### src/design/sam_pkg.sv
// sam_pkg: shared types and constants for the sprite attribute memory port
// no dependencies; imported by sprite_attribute_memory_port_top
`default_nettype none

package sam_pkg;

   localparam int NUM_SPRITES = 128;
   localparam int SPRITE_W    = $clog2(NUM_SPRITES);
   localparam int HI_DEPTH    = NUM_SPRITES / 4;
   localparam int HI_W        = $clog2(HI_DEPTH);
   localparam int WADDR_W     = 9;
   localparam int BPTR_W      = 10;

   typedef enum logic [1:0] {
      OP_ADDR_LO = 2'd0,
      OP_ADDR_HI = 2'd1,
      OP_DATA_WR = 2'd2,
      OP_READ    = 2'd3
   } op_type;

   typedef enum logic [1:0] {
      SLOT_X_LOW = 2'd0,
      SLOT_Y     = 2'd1,
      SLOT_TILE  = 2'd2,
      SLOT_ATTR  = 2'd3
   } slot_type;

endpackage

`default_nettype wire

### src/design/sprite_attribute_memory_port_top.sv
// sprite_attribute_memory_port_top: 128-sprite attribute store behind a byte write port
// depends on sam_pkg
//
//   channel | ports                                            | direction
//   req     | req_valid req_ready req_opcode req_data           | in
//           | req_sprite_index                                  |
//   rsp     | rsp_valid rsp_ready rsp_pos_x rsp_pos_y rsp_tile  | out
//           | rsp_name_table rsp_palette rsp_prio rsp_hflip     |
//           | rsp_vflip rsp_large_res                           |
//
// one item per cycle while the pipeline is not stalled; each taken item passes through the
// registered read of the two sprite memories and then the output register
// reset clears pointers, latches, high table and per-sprite valid bits
// a stalled result holds the read stage; req_ready drops only when both stages are full
`default_nettype none

module sprite_attribute_memory_port_top (
   input  wire logic                       clock,
   input  wire logic                       reset,
   input  wire logic                       req_valid,
   output logic                            req_ready,
   input  wire logic [1:0]                 req_opcode,
   input  wire logic [7:0]                 req_data,
   input  wire logic [sam_pkg::SPRITE_W-1:0] req_sprite_index,
   output logic                            rsp_valid,
   input  wire logic                       rsp_ready,
   output logic [8:0]                      rsp_pos_x,
   output logic [7:0]                      rsp_pos_y,
   output logic [7:0]                      rsp_tile,
   output logic                            rsp_name_table,
   output logic [2:0]                      rsp_palette,
   output logic [1:0]                      rsp_prio,
   output logic                            rsp_hflip,
   output logic                            rsp_vflip,
   output logic                            rsp_large_res
);
   import sam_pkg::*;

   // sprite memories: {x_low, y} and {tile, attr}
   logic [15:0] pos_mem  [NUM_SPRITES];
   logic [15:0] attr_mem [NUM_SPRITES];
   logic [NUM_SPRITES-1:0] pos_vld_ff;
   logic [NUM_SPRITES-1:0] attr_vld_ff;
   logic [7:0] hi_ff [HI_DEPTH];

   logic [WADDR_W-1:0] word_address_ff, word_address_in;
   logic [BPTR_W-1:0]  byte_pointer_ff, byte_pointer_in;
   logic [7:0]         x_low_latch_ff, x_low_latch_in;
   logic [7:0]         tile_latch_ff, tile_latch_in;

   // read stage
   logic        s1_valid_ff;
   logic        s1_read_ff;
   logic [15:0] s1_pos_ff;
   logic [15:0] s1_attr_ff;
   logic        s1_pos_vld_ff;
   logic        s1_attr_vld_ff;
   logic [1:0]  s1_hi_ff;

   // output stage
   logic        rsp_valid_ff;
   logic        rsp_read_ff;
   logic [8:0]  pos_x_ff;
   logic [7:0]  pos_y_ff;
   logic [7:0]  tile_ff;
   logic [7:0]  attr_ff;
   logic        large_ff;

   op_type                op;
   slot_type              slot;
   logic                  req_accept;
   logic                  s1_move;
   logic                  low_table;
   logic                  pos_we;
   logic                  attr_we;
   logic                  hi_we;
   logic [SPRITE_W-1:0]   wr_idx;
   logic [HI_W-1:0]       hi_wr_idx;
   logic [HI_W-1:0]       hi_rd_idx;
   logic [7:0]            hi_rd_byte;
   logic [7:0]            pos_x_low;
   logic [7:0]            pos_y_val;
   logic [7:0]            tile_val;
   logic [7:0]            attr_val;

   assign op        = op_type'(req_opcode);
   assign slot      = slot_type'(byte_pointer_ff[1:0]);
   assign s1_move   = !rsp_valid_ff || rsp_ready;
   assign req_ready = !s1_valid_ff || s1_move;
   assign req_accept = req_valid && req_ready;

   assign low_table = !byte_pointer_ff[BPTR_W-1];
   assign wr_idx    = byte_pointer_ff[SPRITE_W+1:2];
   assign hi_wr_idx = byte_pointer_ff[HI_W-1:0];
   assign hi_rd_idx = req_sprite_index[SPRITE_W-1:2];
   assign hi_rd_byte = hi_ff[hi_rd_idx];

   always_comb begin
      word_address_in = word_address_ff;
      byte_pointer_in = byte_pointer_ff;
      x_low_latch_in  = x_low_latch_ff;
      tile_latch_in   = tile_latch_ff;
      pos_we          = 1'b0;
      attr_we         = 1'b0;
      hi_we           = 1'b0;
      if (req_accept) begin
         case (op)
            OP_ADDR_LO: begin
               word_address_in = {word_address_ff[WADDR_W-1], req_data};
               byte_pointer_in = {word_address_in, 1'b0};
            end
            OP_ADDR_HI: begin
               word_address_in = {req_data[0], word_address_ff[WADDR_W-2:0]};
               byte_pointer_in = {word_address_in, 1'b0};
            end
            OP_DATA_WR: begin
               byte_pointer_in = byte_pointer_ff + BPTR_W'(1);
               if (low_table) begin
                  case (slot)
                     SLOT_X_LOW: x_low_latch_in = req_data;
                     SLOT_Y:     pos_we = 1'b1;
                     SLOT_TILE:  tile_latch_in = req_data;
                     SLOT_ATTR:  attr_we = 1'b1;
                     default:    pos_we = 1'b0;
                  endcase
               end else begin
                  hi_we = 1'b1;
               end
            end
            default: begin
               byte_pointer_in = byte_pointer_ff;
            end
         endcase
      end
   end

   always_ff @(posedge clock) begin
      if (reset) begin
         word_address_ff <= '0;
         byte_pointer_ff <= '0;
         x_low_latch_ff  <= '0;
         tile_latch_ff   <= '0;
         pos_vld_ff      <= '0;
         attr_vld_ff     <= '0;
         for (int i = 0; i < HI_DEPTH; i++) begin
            hi_ff[i] <= '0;
         end
      end else begin
         word_address_ff <= word_address_in;
         byte_pointer_ff <= byte_pointer_in;
         x_low_latch_ff  <= x_low_latch_in;
         tile_latch_ff   <= tile_latch_in;
         if (pos_we) begin
            pos_vld_ff[wr_idx] <= 1'b1;
         end
         if (attr_we) begin
            attr_vld_ff[wr_idx] <= 1'b1;
         end
         if (hi_we) begin
            hi_ff[hi_wr_idx] <= req_data;
         end
      end
   end

   // sprite memories, write-before-next-read so no forwarding is needed
   always_ff @(posedge clock) begin
      if (pos_we) begin
         pos_mem[wr_idx] <= {x_low_latch_ff, req_data};
      end
      if (attr_we) begin
         attr_mem[wr_idx] <= {tile_latch_ff, req_data};
      end
      if (req_accept) begin
         s1_pos_ff      <= pos_mem[req_sprite_index];
         s1_attr_ff     <= attr_mem[req_sprite_index];
         s1_pos_vld_ff  <= pos_vld_ff[req_sprite_index];
         s1_attr_vld_ff <= attr_vld_ff[req_sprite_index];
         s1_hi_ff       <= {hi_rd_byte[{req_sprite_index[1:0], 1'b1}],
                            hi_rd_byte[{req_sprite_index[1:0], 1'b0}]};
         s1_read_ff     <= (op == OP_READ);
      end
   end

   always_ff @(posedge clock) begin
      if (reset) begin
         s1_valid_ff <= 1'b0;
      end else if (req_accept) begin
         s1_valid_ff <= 1'b1;
      end else if (s1_move) begin
         s1_valid_ff <= 1'b0;
      end
   end

   assign pos_x_low = s1_pos_vld_ff  ? s1_pos_ff[15:8]  : 8'h00;
   assign pos_y_val = s1_pos_vld_ff  ? s1_pos_ff[7:0]   : 8'h00;
   assign tile_val  = s1_attr_vld_ff ? s1_attr_ff[15:8] : 8'h00;
   assign attr_val  = s1_attr_vld_ff ? s1_attr_ff[7:0]  : 8'h00;

   always_ff @(posedge clock) begin
      if (reset) begin
         rsp_valid_ff <= 1'b0;
      end else if (s1_move) begin
         rsp_valid_ff <= s1_valid_ff;
      end
   end

   always_ff @(posedge clock) begin
      if (s1_move && s1_valid_ff) begin
         rsp_read_ff <= s1_read_ff;
         pos_x_ff    <= s1_read_ff ? {s1_hi_ff[0], pos_x_low} : 9'h000;
         pos_y_ff    <= s1_read_ff ? pos_y_val : 8'h00;
         tile_ff     <= s1_read_ff ? tile_val  : 8'h00;
         attr_ff     <= s1_read_ff ? attr_val  : 8'h00;
         large_ff    <= s1_read_ff ? s1_hi_ff[1] : 1'b0;
      end
   end

   assign rsp_valid      = rsp_valid_ff;
   assign rsp_pos_x      = pos_x_ff;
   assign rsp_pos_y      = pos_y_ff;
   assign rsp_tile       = tile_ff;
   assign rsp_name_table = attr_ff[0];
   assign rsp_palette    = attr_ff[3:1];
   assign rsp_prio       = attr_ff[5:4];
   assign rsp_hflip      = attr_ff[6];
   assign rsp_vflip      = attr_ff[7];
   assign rsp_large_res  = large_ff;

   a_non_read_zero: assert property (@(posedge clock) disable iff (reset)
      rsp_valid_ff && !rsp_read_ff |-> rsp_pos_x == 9'h000 && rsp_tile == 8'h00
         && rsp_large_res == 1'b0)
      else $error("non-read item carries nonzero fields");

   a_ptr_step: assert property (@(posedge clock) disable iff (reset)
      req_accept && op == OP_DATA_WR |=>
         byte_pointer_ff == $past(byte_pointer_ff) + BPTR_W'(1))
      else $error("byte pointer did not advance on data write");

   a_ptr_reload: assert property (@(posedge clock) disable iff (reset)
      req_accept && (op == OP_ADDR_LO || op == OP_ADDR_HI) |=>
         byte_pointer_ff == {word_address_ff, 1'b0})
      else $error("byte pointer not reloaded from word address");

   a_stage_hold: assert property (@(posedge clock) disable iff (reset)
      s1_valid_ff && !s1_move |=> s1_valid_ff && $stable(s1_pos_ff) && $stable(s1_read_ff))
      else $error("read stage lost a stalled item");

endmodule

`default_nettype wire

### config.mk
export PLATFORM = sky130hd
export DESIGN_NAME = sprite_attribute_memory_port_top
export DESIGN_NICKNAME = d
export VERILOG_FILES = /design/src/design/sam_pkg.sv /design/src/design/sprite_attribute_memory_port_top.sv
export SDC_FILE = /design/constraint.sdc
export NUM_CORES = 2
export LEC_CHECK = 0
export BUFFER_PORTS_ARGS = -buffer_cell sky130_fd_sc_hd__buf_2
export CORE_ASPECT_RATIO = 1.5
export CORE_UTILIZATION = 40
export CTS_BUF_LIST = sky130_fd_sc_hd__clkbuf_4
export DETAILED_ROUTE_END_ITERATION = 7
export PLACE_DENSITY_LB_ADDON = 0.3
export SETUP_SLACK_MARGIN = 0.02
export SLEW_MARGIN = 20
export SYNTH_ARGS = -nofsm -noshare
export SYNTH_HDL_FRONTEND = slang
export SYNTH_MEMORY_MAX_BITS = 65536
export SYNTH_SLANG_ARGS = --single-unit
### constraint.sdc
create_clock -name clock -period 5.94 [get_ports clock]
set_input_delay 0 -clock clock [delete_from_list [all_inputs] [get_ports clock]]
set_output_delay 0 -clock clock [all_outputs]
set_load 0.02 [all_outputs]
# Word level (Yosys, flattened, before mapping)
# Memories as Yosys holds them, arrays and structs flattened. A register that Yosys moved wholly into a read port is not among the register bits.
# Index checks and enable logic that the tools add are counted.
# W data, S select, Z words.
# classes
n_addsub,1
n_lt_le_gt_ge,5
n_eq_ne,6
n_mux,37
bitwise,5
reduce_logical,19
# op_table
cell,count
$or A128 B128 Y128,2
$pmux W10 S3,1
$mux W1,28
$pmux W9 S2,1
$lt A7 B8 Y1 const B,2
$bmux W1 S7,2
$add A10 B1 Y10 const B,1
$eq A2 B2 Y1 const B,4
$lt A3 B4 Y1 const B,2
$mux W8,1
$reduce_and A4 Y1,2
$reduce_or A8 Y1,1
$demux W1 S7,1
$ge A7 B1 Y1 const B,1
$reduce_and A2 Y1,3
$reduce_and A3 Y1,2
$mux W5,1
$bmux W1 S2,2
$eq A2 B1 Y1 const B,2
$logic_not A2 Y1,2
$logic_and A1 B1 Y1,3
$not A1 Y1,3
$reduce_bool A3 Y1,1
$logic_not A1 Y1,2
2 further kinds,3
# totals
regBits,332
ram_bits,4352
input_bits,21
out_inout_bits,36
wordCells,95
mem_count,3
# mem_list
name,words,width,read_ports,rd_ports_with_merged_regs,write_ports,line_no,text
attr_mem,128,16,1,1,1,sprite_attribute_memory_port_top.sv:41,logic [15:0] attr_mem [NUM_SPRITES];
pos_mem,128,16,1,1,1,sprite_attribute_memory_port_top.sv:40,logic [15:0] pos_mem [NUM_SPRITES];
hi_ff,32,8,1,0,32,sprite_attribute_memory_port_top.sv:44,logic [7:0] hi_ff [HI_DEPTH];

# Depth between registers and ports, before layout
# depth
depth_word,10
depth_mapped,12
ltp_nobuf,8

# Worst setup path before layout
# Ideal clock, no wire load.
# synth_path
path_kind,flip-flop to flip-flop
from,"register rsp_valid_ff, in the netlist rsp_valid"
to,register attr_ff[0] (enable)
arrival_ns,2.892
t_required_ns,5.463
slack_ns,2.570
path_stages_with_launch,2
period_less_slack_ns,3.370
cell_sequence,dfxtp_1 > a21boi_0
# synth_between
elab_chain_cells,3
# synth_rtl
item,line_no,text
from (decl),sprite_attribute_memory_port_top.sv:61,logic rsp_valid_ff;
from (signal assigned),sprite_attribute_memory_port_top.sv:203,rsp_valid_ff <= s1_valid_ff;
$logic_not A1 Y1,sprite_attribute_memory_port_top.sv:88,assign s1_move = !rsp_valid_ff || rsp_ready;
$logic_or A1 B1 Y1,sprite_attribute_memory_port_top.sv:88,
$logic_and A1 B1 Y1,sprite_attribute_memory_port_top.sv:208,if (s1_move && s1_valid_ff) begin
to (signal assigned),sprite_attribute_memory_port_top.sv:213,attr_ff <= s1_read_ff ? attr_val : 8'h00;
to (decl),sprite_attribute_memory_port_top.sv:66,logic [7:0] attr_ff;
# No other way between the ends.
# A chain may end at the register's enable or synchronous reset.

# Worst setup path after layout
# layout_path
from,"register rsp_valid_ff, in the netlist rsp_valid"
to,register word_address_ff[1]
# layout_between
elab_chain_cells,5
# layout_rtl
item,line_no,text
$logic_not A1 Y1,sprite_attribute_memory_port_top.sv:88,
$logic_or A1 B1 Y1,sprite_attribute_memory_port_top.sv:88,
$logic_or A1 B1 Y1,sprite_attribute_memory_port_top.sv:89,assign req_ready = !s1_valid_ff || s1_move;
$logic_and A1 B1 Y1,sprite_attribute_memory_port_top.sv:90,assign req_accept = req_valid && req_ready;
via req_accept,sprite_attribute_memory_port_top.sv:71,logic req_accept;
$reduce_and A3 Y1 (no line),--,
to (signal assigned),sprite_attribute_memory_port_top.sv:149,word_address_ff <= word_address_in;
to (decl),sprite_attribute_memory_port_top.sv:46,"logic [WADDR_W-1:0] word_address_ff, word_address_in;"
# The timed path passes the listed nets, and every way through them passes these cells.

==> impl_metrics.tcl <==
set metrics [dict create \
    ir_worst_vdd_uv 199 \
    fin_skew_ps 149 \
    grt.total_usage 0.203 \
    avgSynthCellArea_sq_um 22.1 \
    grt_pass1_vias 95200 \
    syn_nets 8273 \
    period_needed_ps 4580 \
    antenna_found_initial 29 \
    timing.setup.tns_ps 0 \
    synthMuxAreaShare 0.188 \
    rsz0062_at_grt "false" \
    synthAdderAreaFrac 0.000550 \
    routedWlPerCell_um 29.3 \
    htreeDepth 7 \
    yosys.area.top_type "edfxtp_1" \
    cts_buffers 1072 \
    critPathArrivalTime_ps 6050 \
    overflow 0 \
    drive_gt1_frac 0.371 \
    start_util 0.402 \
    synth_area_leaders "edfxtp_1 (73%), mux4_2 (18%), dfxtp_1 (3.2%)" \
    final_cell_mix "edfxtp_1 (4,423), clkbuf_4 (1,538), mux4_2 (1,482), nor2_1 (559), buf_4 (360)" \
    crit_required_ps 7410 \
    yosysTopAreaCellShare 0.729 \
    clockBufferDepth 4 \
    core_sq_um 453000 \
    synth-xor-area-share 0.000289 \
    gp_congestion 0.814 \
    setup_viol 0 \
    tightest_slew_ps 1270 \
    tritoncts "done" \
    drt_pass1_iterations 6 \
    final_nets 9376 \
    ys_ff_latch 4716 \
    maxSlewViolCount 0 \
    die_w_um 553 \
    syn_inst 8244 \
    syn2layout_area_growth_pct 13.2 \
    synth-simple-area-share 0.0279 \
    start_kind "flip-flop" \
    cp-end-kind "flip-flop" \
    maxSlewHeadroom 0.152 \
    status "finished, final reports clean" \
    viasPerCell 5.58 \
    route.detailed.drc 0 \
    grt_first_pass_wirelength_um 671000 \
    nFillCells 38000 \
    clk_latency_ps 1590 \
    synth_cell_types 44 \
    utilization 0.455 \
    power.density_nw_per_um2 312 \
    synth_edf_count 4423 \
    root_buffer "clkbuf_4" \
    setup.worst_path.class "reg2reg" \
    crit_fanout 14 \
    slowest_delay_ps 980 \
    crit_top_cell "dlygate4sd3_1" \
    num_vias 89600 \
    synth-compound-area-share 0.0104 \
    grt_max_degree 263 \
    dp_hpwl_um 271000 \
    hp-class "in2reg" \
    finalHoldViolations 0 \
    path_delay_family "buffers and inverters" \
    drtIter0Drc 8653 \
    synthFlopType "edfxtp_1" \
    routed_wirelength_um 470000 \
    crit_slowest_cell "dlygate4sd3_1" \
    seq_area_frac_synth 0.762 \
    die_y_um 828 \
    max_cap_violations 0 \
    row_count 303 \
    async_flop_share 0 \
    synth_top_family_by_area "multiplexers" \
    clock_sinks 4716 \
    die-area_sq_um 458000 \
    layout_commonest_cell "edfxtp_1" \
    clk_pin_slew_ps 70 \
    ant_nets 0 \
    crit_buf_inv 6 \
    syn_area_sq_um 182000 \
    leakage_nw 65.0 \
    yosys_warnings 0 \
    fmax_ghz 0.218 \
    numPortBuffers 56 \
    crit_path_cell_trace "and3b_1 -> inv_1 -> nand2_1 -> clkinv_2 -> nand2_1 -> dlygate4sd3_1 -> nor3b_1 -> dlygate4sd3_1 -> a21oi_1 -> dlygate4sd3_1 -> nor2_1 -> dlygate4sd3_1" \
    io_pins 57 \
    period_share 0.771 \
]
-- state kept, by name, summed over array words and instances (netlist names), 9 cells and up --
signal and cells:
byte_pointer_ff 10, pos_vld_ff 128, s1_attr_ff 16, rsp_pos_x 9
hi_ff 256, attr_mem 2048, attr_vld_ff 128, s1_pos_ff 16
word_address_ff 9, pos_mem 2048
-- area by class of cell --
class	count	area [sq um]	share of cell area
Sequential cell	4716	139000	0.673
Multi-Input combinational cell	3001	41500	0.201
Clock buffer	1538	11500	0.0560
Tap cell	5947	7440	0.0361
Timing Repair Buffer	547	5160	0.0250
Clock inverter	266	1630	0.00789
Antenna cell	35	87.6	0.000425
Inverter	9	35.0	0.000170
-- kinds of logic after synthesis --
group,Yosys count
DFF,4716
adders and majority gates,8
muxes,1554
xor gates and xnor gates,6
buffers and inverters,527
and+or+nand+nor,1082
AOI/OAI and AO/OA,351
-- tightest hold or removal path, cell delays in order --
cell	delay [ps]
dlygate4sd3_1	530
buf_2	120
dlygate4sd3_1	580
inv_1	130
a21boi_4	140
-- final timing paths --
kind                                      from  slack [ps]                               to  depth (start not counted)
setup / recovery        rsp_valid$_SDFFE_PP0P_        1360  word_address_ff[1]$_SDFFE_PP0P_                         12
hold / removal                       rsp_ready          90      rsp_large_res$_SDFFCE_PN0P_                          5
setup reg to reg        rsp_valid$_SDFFE_PP0P_        1360  word_address_ff[1]$_SDFFE_PP0P_                         12
hold reg to reg   attr_vld_ff[52]$_SDFFE_PP0P_         460     attr_vld_ff[52]$_SDFFE_PP0P_                          2
-- synth_stat cells (all sizes together) (5+ instances only) --
library cell	instances
a221oi	14
nor2b	11
a22oi	6
a221o	5
clkbuf	388
or2	38
inv	9
nand3	36
nor3b	8
buf	130
mux4	1482
nand2	60
edfxtp	4423
mux2	40
nor2	596
a21oi	298
nor3	14
nand2b	12
and3	33
and2	263
dfxtp	293
ha	8
mux2i	32
o21ai	9
-- metal layers --
| metal | wire (um) | up-vias | GRT usage |
|---|---|---|---|
| li1 | - | 37200 | - |
| met1 | 170000 | 48100 | 0.238 |
| met2 | 254000 | 3455 | 0.369 |
| met3 | 30200 | 744 | 0.0370 |
| met4 | 16300 | 18 | 0.0765 |
| met5 | 129 | - | 0 |
-- report_power, final --
part,internal (mW),switching (mW)
logic,1.10,1.70
clock network,12.8,12.3
registers,36.2,0.127
-- what timing repair did --
| item | 4_1_cts | 5_1_grt |
|---|---|---|
| endpoints found under the hold margin | 3041 | 0 |
| gates resized for setup | 0 | 0 |
| hold buffers | 87 | 0 |
| setup endpoints to repair | 0 | 0 |
| buffers inserted | 0 | 0 |
-- metrics by stage --
stage,setup WS [ps],area (sq um),power (mW),instances,hold slack [ps]
finish,1360,206000,64.3,16100,88.7
global placement,1870,192000,39.8,14100,406
floorplan,2570,182000,38.6,8244,98.9
global route,1250,206000,66.5,16000,24.9
detailed placement,1850,192000,39.8,14100,399
CTS,1520,206000,65.0,16000,31.9
(Power assumes the default switching activity.)
